==> src/design/tbeq_pkg.sv <==
`default_nettype none
// ----------------------------------------------------------------------------
// tbeq_pkg
// Shared widths, register indexes, controller commands and the split
// multiplier used by the three-band equalizer.
// ----------------------------------------------------------------------------
package tbeq_pkg;

  localparam int SAMPLE_WIDTH    = 16;
  localparam int STATE_FRAC_BITS = 16;
  localparam int POLE_W          = 40;
  localparam int COEF_W          = 18;
  localparam int GAIN_W          = 16;
  localparam int COEF_FRAC       = 16;
  localparam int GAIN_FRAC       = 12;
  localparam int N_STAGES        = 4;
  localparam int STAGE_W         = $clog2(N_STAGES);
  localparam int DELAY_LEN       = 3;
  localparam int OUT_LIMIT       = 22050;
  localparam logic [GAIN_W-1:0] GAIN_UNITY = GAIN_W'(4096);

  localparam int XS_W    = SAMPLE_WIDTH + STATE_FRAC_BITS;
  localparam int D_W     = ((POLE_W > XS_W) ? POLE_W : XS_W) + 1;
  localparam int B_W     = D_W + 2;
  localparam int LO_W    = 24;
  localparam int MUL_A_W = ((B_W - LO_W) > (LO_W + 1)) ? (B_W - LO_W) : (LO_W + 1);
  localparam int MUL_B_W = COEF_W;
  localparam int MUL_P_W = MUL_A_W + MUL_B_W + 1;
  localparam int LACC_W  = D_W + COEF_W + 1;
  localparam int ACC_W   = B_W + GAIN_W + 3;
  localparam int RND_SH  = GAIN_FRAC + STATE_FRAC_BITS;

  localparam int CFG_IDX_W  = 3;
  localparam int CFG_DATA_W = COEF_W;

  localparam logic [CFG_IDX_W-1:0] REG_LOW_COEF  = 3'd0;
  localparam logic [CFG_IDX_W-1:0] REG_HIGH_COEF = 3'd1;
  localparam logic [CFG_IDX_W-1:0] REG_LOW_GAIN  = 3'd2;
  localparam logic [CFG_IDX_W-1:0] REG_MID_GAIN  = 3'd3;
  localparam logic [CFG_IDX_W-1:0] REG_HIGH_GAIN = 3'd4;

  localparam int LANE_OP_W = 3;
  localparam logic [LANE_OP_W-1:0] LANE_NOP  = 3'd0;
  localparam logic [LANE_OP_W-1:0] LANE_LOAD = 3'd1;
  localparam logic [LANE_OP_W-1:0] LANE_DIFF = 3'd2;
  localparam logic [LANE_OP_W-1:0] LANE_MLO  = 3'd3;
  localparam logic [LANE_OP_W-1:0] LANE_MHI  = 3'd4;
  localparam logic [LANE_OP_W-1:0] LANE_ADD  = 3'd5;
  localparam logic [LANE_OP_W-1:0] LANE_UPD  = 3'd6;

  localparam int MAC_TERMS = 6;
  localparam int TERM_W    = $clog2(MAC_TERMS);

  typedef struct packed {
    logic                 load;
    logic                 pass;
    logic [LANE_OP_W-1:0] lane_op;
    logic [STAGE_W-1:0]   stage;
    logic                 band_h;
    logic                 band_m;
    logic                 mac_clear;
    logic                 mac_mul;
    logic [TERM_W-1:0]    mac_term;
    logic                 mac_acc;
    logic                 commit;
    logic                 emit;
  } tbeq_cmd_t;

  typedef struct packed {
    logic bypass;
    logic out_busy;
  } tbeq_status_t;

  typedef struct packed {
    logic [COEF_W-1:0] low_coef;
    logic [COEF_W-1:0] high_coef;
    logic [GAIN_W-1:0] low_gain;
    logic [GAIN_W-1:0] mid_gain;
    logic [GAIN_W-1:0] high_gain;
  } tbeq_cfg_t;

  function automatic logic signed [MUL_P_W-1:0] mul_part(
    input logic signed [MUL_A_W-1:0] a,
    input logic        [MUL_B_W-1:0] b
  );
    logic signed [MUL_B_W:0] bs;
    bs = $signed({1'b0, b});
    mul_part = a * bs;
  endfunction

endpackage
`default_nettype wire

==> src/design/tbeq_ctrl.sv <==
`default_nettype none
// ----------------------------------------------------------------------------
// tbeq_ctrl
// Sequencer for one sample: four cascade stages, band forming, six gain
// partial products, rounding and hand-off to the output register.
// ----------------------------------------------------------------------------
module tbeq_ctrl import tbeq_pkg::*; (
  input  logic         clk,
  input  logic         rst,
  input  logic         in_valid,
  output logic         in_ready,
  input  tbeq_status_t status,
  output tbeq_cmd_t    cmd
);

  localparam logic [3:0] S_IDLE     = 4'd0;
  localparam logic [3:0] S_DIFF     = 4'd1;
  localparam logic [3:0] S_MLO      = 4'd2;
  localparam logic [3:0] S_MHI      = 4'd3;
  localparam logic [3:0] S_ADD      = 4'd4;
  localparam logic [3:0] S_UPD      = 4'd5;
  localparam logic [3:0] S_BAND_H   = 4'd6;
  localparam logic [3:0] S_BAND_M   = 4'd7;
  localparam logic [3:0] S_MAC      = 4'd8;
  localparam logic [3:0] S_MAC_LAST = 4'd9;
  localparam logic [3:0] S_ROUND    = 4'd10;
  localparam logic [3:0] S_DONE     = 4'd11;

  logic [3:0]         state;
  logic [3:0]         state_next;
  logic [STAGE_W-1:0] stage;
  logic [STAGE_W-1:0] stage_next;
  logic [TERM_W-1:0]  term;
  logic [TERM_W-1:0]  term_next;

  assign in_ready = (state == S_IDLE);

  always_comb begin
    cmd          = '0;
    cmd.stage    = stage;
    cmd.mac_term = term;
    state_next   = state;
    stage_next   = stage;
    term_next    = term;
    case (state)
      S_IDLE: begin
        if (in_valid) begin
          if (status.bypass) begin
            cmd.pass   = 1'b1;
            state_next = S_DONE;
          end else begin
            cmd.load    = 1'b1;
            cmd.lane_op = LANE_LOAD;
            stage_next  = '0;
            state_next  = S_DIFF;
          end
        end
      end
      S_DIFF: begin
        cmd.lane_op = LANE_DIFF;
        state_next  = S_MLO;
      end
      S_MLO: begin
        cmd.lane_op = LANE_MLO;
        state_next  = S_MHI;
      end
      S_MHI: begin
        cmd.lane_op = LANE_MHI;
        state_next  = S_ADD;
      end
      S_ADD: begin
        cmd.lane_op = LANE_ADD;
        state_next  = S_UPD;
      end
      S_UPD: begin
        cmd.lane_op = LANE_UPD;
        if (stage == STAGE_W'(N_STAGES - 1)) begin
          state_next = S_BAND_H;
        end else begin
          stage_next = stage + 1'b1;
          state_next = S_DIFF;
        end
      end
      S_BAND_H: begin
        cmd.band_h    = 1'b1;
        cmd.mac_clear = 1'b1;
        state_next    = S_BAND_M;
      end
      S_BAND_M: begin
        cmd.band_m = 1'b1;
        term_next  = '0;
        state_next = S_MAC;
      end
      S_MAC: begin
        cmd.mac_mul = 1'b1;
        cmd.mac_acc = (term != '0);
        if (term == TERM_W'(MAC_TERMS - 1)) begin
          state_next = S_MAC_LAST;
        end else begin
          term_next = term + 1'b1;
        end
      end
      S_MAC_LAST: begin
        cmd.mac_acc = 1'b1;
        state_next  = S_ROUND;
      end
      S_ROUND: begin
        cmd.commit = 1'b1;
        state_next = S_DONE;
      end
      S_DONE: begin
        if (!status.out_busy) begin
          cmd.emit   = 1'b1;
          state_next = S_IDLE;
        end
      end
      default: state_next = S_IDLE;
    endcase
  end

  always_ff @(posedge clk) begin
    if (rst) begin
      state <= S_IDLE;
      stage <= '0;
      term  <= '0;
    end else begin
      state <= state_next;
      stage <= stage_next;
      term  <= term_next;
    end
  end

endmodule
`default_nettype wire

==> config.mk <==
export PLATFORM = sky130hd
export DESIGN_NAME = tbeq_ctrl
export DESIGN_NICKNAME = d
export VERILOG_FILES = /design/src/design/tbeq_pkg.sv /design/src/design/tbeq_ctrl.sv
export SDC_FILE = /design/constraint.sdc
export NUM_CORES = 1
export LEC_CHECK = 0
export ABC_AREA = 1
export BUFFER_PORTS_ARGS = -buffer_cell sky130_fd_sc_hd__buf_2
export CORE_MARGIN = 2
export CORE_UTILIZATION = 45
export DETAILED_ROUTE_END_ITERATION = 16
export PLACE_DENSITY = 0.8
export SLEW_MARGIN = 10
export SYNTH_ARGS = -nofsm -noshare
export SYNTH_HDL_FRONTEND = slang
export SYNTH_SLANG_ARGS = --single-unit
export TNS_END_PERCENT = 10
==> constraint.sdc <==
create_clock -name clk -period 2.9 [get_ports clk]
set_input_delay 0.29 -clock clk [delete_from_list [all_inputs] [get_ports clk]]
set_output_delay 0.29 -clock clk [all_outputs]
set_load 0.03 [all_outputs]
* Word level (Yosys, flattened, before mapping)
Index checks and enable logic that the tools add are counted.
Widths: inputs -> output; s select.
** Cells by class
- Muxes and demuxes :: 25
- Equal/unequal tests :: 19
- Reductions and logical operators :: 7
- $add $sub $neg :: 2
** Operator list (number)
- $pmux 4 s12 :: 1
- $pmux 3 s6 :: 1
- $eq 4x3->1 const B :: 4
- $eq 4x4->1 const B :: 4
- $mux 4 :: 4
- $ne 2x2->1 const B :: 6
- $mux 1 :: 9
- $eq 4x2->1 const B :: 2
- $mux 2 :: 4
- $mux 3 :: 2
- $pmux 3 s2 :: 1
- $mux 5 :: 1
- $eq 4x1->1 const B :: 1
- $logic_not 4->1 :: 1
- $pmux 2 s2 :: 1
- $reduce_and 4->1 :: 1
- $reduce_bool 2->1 :: 2
- $add 3x1->3 const B :: 1
- $eq 3x3->1 const B :: 1
- $reduce_and 3->1 :: 1
- $reduce_bool 3->1 :: 1
- $add 2x1->2 const B :: 1
- $eq 2x2->1 const B :: 1
- $pmux 1 s2 :: 1
- $reduce_and 2->1 :: 1
** Word-level totals
- Bits of input ports :: 5
- Flip-flop bits (word level) :: 9
- Logic and storage cells :: 56
- Output and inout bits :: 18

* Logic depth before layout (Yosys ltp)
- Depth after elaboration :: 3
- Gate-level depth with buffers :: 8
- Depth with buffers taken out :: 8

* Worst setup path before layout
OpenSTA, ideal clock, no wires.
- Path kind :: register to output
- Start point :: register state[1]
- End point :: output cmd[12] in the netlist's numbering
- Path buffers :: 0
- Cell stages (with the launch flop) :: 8
- Path slack :: 0.856 ns
- Required time :: 2.610 ns
- Arrival time :: 1.754 ns
- Path through :: dfxtp_1 nor2_2 nand2_1 inv_1 nand2_1 nor2_1 a21oi_1 o31ai_1
** RTL lines
- from (decl) :: RTL line tbeq_ctrl.sv:29 : logic [3:0] state;
- from (signal assigned) :: RTL line tbeq_ctrl.sv:127 : state <= state_next;
- to (decl) :: RTL line tbeq_ctrl.sv:13 : output tbeq_cmd_t cmd

==> flow_metrics.py <==
metrics = {
    "run_status": {
        "status": "finished, final reports clean",
    },
    "logic_synthesis": {
        "synth.distinct_cells": 20,
        "synth_top_cell_by_area": "dfxtp_1",
        "ys_seq_area_share_pct": 28.5,
        "syn_area_um2": 633,
        "syn_avg_cell_area_um2": 6.09,
        "synth_seq_cells": 9,
        "yosys_warnings": 0,
        "synth.area.top_cells": "dfxtp_1 28%, nand2_1 16%, inv_1 11%",
        "synth_cells": 104,
        "synth_fp_nets": 113,
        "synth_top_area_share_pct": 28.5,
    },
    "sta": {
        "setup_viol": 0,
        "tns_ns": 0,
        "rsz0062_at_grt": "false",
        "final.min_clock_period_ns": 1.94,
        "whs_ns": 0.317,
        "finClkSkew_ns": 0.00238,
        "timing.final.crit_share_pct": 66.9,
        "slew_viol_final": 0,
        "tightest_slew_ns": 0.301,
        "slew-limit-headroom_pct": 79.9,
        "hold_viol": 0,
        "max_freq_mhz": 516,
    },
    "floorplan": {
        "rows": 13,
        "initial_core_util_pct": 48.7,
        "die_area_mm2": 0.00172,
        "pin_count": 23,
        "die_height_um": 41.5,
        "die_x_um": 41.5,
        "core_mm2": 0.00130,
    },
    "clocking": {
        "htreeDepth": 1,
        "cts_made_buffers": 3,
        "clockBufferDepth": 2,
        "cts_root_buffer": "clkbuf_4",
        "clock_sinks": 9,
        "post_cts.repair.setup_buffers": 0,
        "clk_pin_slew_ns": 0.06,
        "cts_resized": 0,
        "clock_latency_ns": 0.26,
        "cts_tree": "done",
        "cts_hold_buffers": 0,
    },
    "hold_path": {
        "holdPathStages": 2,
        "min-delay-start": "rst",
        "min_path_type": "in -> reg",
        "hold-path-endpoint": "state[1]",
    },
    "layout": {
        "stdcell_area_um2": 777,
        "antenna_cells": 0,
        "nets": 138,
        "drive_above_1_share_pct": 24.2,
        "fin_util_pct": 59.7,
        "syn2layout_area_growth_pct": 22.7,
    },
    "drt": {
        "finalWirelength_um": 1510,
        "dr.first_iter.drc_count": 19,
        "antenna_left": 0,
        "via_per_inst": 5.01,
        "wire_per_inst_um": 10.6,
        "num_vias": 716,
        "firstDrtPassIters": 4,
        "post-route-drc-count": 0,
    },
    "critical_path": {
        "critPathMaxStageDelay_ns": 0.36,
        "cp.required_ns": 2.61,
        "path_max_fanout": 6,
        "r2r-start": "state[2]",
        "cp_cell_sequence": "nor2_2, nand2_1, inv_1, nand2_1, nor2_1, a21oi_1, o31ai_1, buf_2",
        "path_class": "reg -> out",
        "cp-start-kind": "flop",
        "crit_path_end_kind": "output pin",
        "r2r-end": "state[0]",
        "r2r_slack_ns": 1.60,
        "cp_top_family": "simple AND/OR/NAND/NOR gates",
        "rr_worst_depth": 8,
        "worst-path-buf-inv": 2,
        "crit_slowest_cell": "dfxtp_1",
        "crit_top_cell": "nand2_1",
        "cp.arrival_ns": 1.65,
    },
    "flow_run": {
        "maxCapViolations": 0,
    },
    "placed_design": {
        "gp_congestion": 0.862,
        "port_buffers": 22,
        "dpl_cell_area_um2": 751,
        "dpl.hpwl_um": 1190,
    },
    "power": {
        "p_leak_nw": 0.431,
        "vdd_drop_max_uv": 392,
        "p_per_area_mw_per_mm2": 881,
        "design_power_total_w": 0.000684,
    },
    "grt": {
        "antenna_found_initial": 0,
        "gr-usage-met1_pct": 22.6,
        "grtUsageTotal_pct": 18.8,
        "first_global_vias": 635,
        "grt_max_degree": 10,
        "busiest_layer": "met2",
        "grt_pass1_wl_um": 2550,
        "grt_overflow": 0,
        "met3_usage_pct": 2.61,
        "met2_usage_pct": 32.2,
    },
}
-- placed cells by master, fill, tap and decap left out --
cell,count
dfxtp_1,9
nor3_1,1
ha_1,4
inv_1,18
clkbuf_4,3
o211ai_1,1
inv_2,2
nor2_2,3
nand3_2,1
nor2_1,12
clkbuf_1,1
a31oi_1,1
nand3_1,7
a22oi_1,1
o21ai_0,1
nand2_1,27
a211oi_1,1
o31ai_1,1
o21ai_1,1
buf_2,22
a21oi_1,11
-- registers in the layout, indices dropped and copies added (netlist names) --
signal and count:
stage 2, term 3, state 4
-- worst max path at each step --
| stage | from | endpoint | slack, ns | depth (start not counted) |
|---|---|---|---|---|
| after floorplan | state[1] | cmd[12] | 0.86 | 7 |
| after detailed placement | state[1] | cmd[12] | 1.27 | 8 |
| final | state[1] | cmd[12] | 0.96 | 8 |
| after CTS | state[1] | cmd[12] | 0.98 | 8 |
| after global routing | state[1] | cmd[12] | 0.82 | 8 |
| after global placement | state[1] | cmd[12] | 1.32 | 8 |
-- logic make-up after synthesis --
kind of cell | share of synthesized area (%)
simple gates | 34.0
buf+inv | 13.6
compound gates | 16.0
flops | 28.5
fa+ha+maj | 7.91
-- worst reg2reg max path, delay by kind of cell, from the launching register on --
kind / cells / cell delay, ns
simple gates: 5 / 0.55
flops: 1 / 0.38
compound gates: 1 / 0.13
buf+inv: 2 / 0.17
-- synth_stat cells --
library cell	instances
buf_1	1
nor2_1	12
o21ai_1	1
o21ai_0	1
a22oi_1	1
ha_1	4
dfxtp_1	9
nand3_2	1
a31oi_1	1
inv_2	2
inv_1	18
nand2_1	27
nor2_2	3
buf_4	1
o211ai_1	1
nor3_1	1
nand3_1	7
a21oi_1	11
o31ai_1	1
a211oi_1	1
-- routing by layer --
metal,part of all wire (%),wire [um],vias up
li1,-,-,378
met1,44,670,314
met2,50,758,22
met3,4.4,66,2
met4,0.93,14,0
met5,0,0,-
-- stage by stage --
| step | cells | worst slack, ns |
|---|---|---|
| 4_1_cts | 143 | 0.976 |
| 5_1_grt | 143 | 0.821 |
| 3_3_place_gp | 139 | 1.32 |
| 6_report | 143 | 0.961 |
| 3_5_place_dp | 139 | 1.27 |
| 2_1_floorplan | 104 | 0.856 |
-- power breakdown --
part / leakage (nW) / internal, W / switching (W)
registers: 0.0733 / 0.000147 / 0.0000296
logic: 0.343 / 0.000119 / 0.000290
clock network: 0.0150 / 0.0000532 / 0.0000457
total: 0.431 / 0.000319 / 0.000365
-- final cells by class --
class	count	area, um^2
flip-flops and latches	9	180
well taps	15	18.8
multi-input cells	73	367
inverters	20	75.1
fillers	134	524
clock buffers	4	26.3
repair buffers	22	110
(Power assumes the default switching activity.)
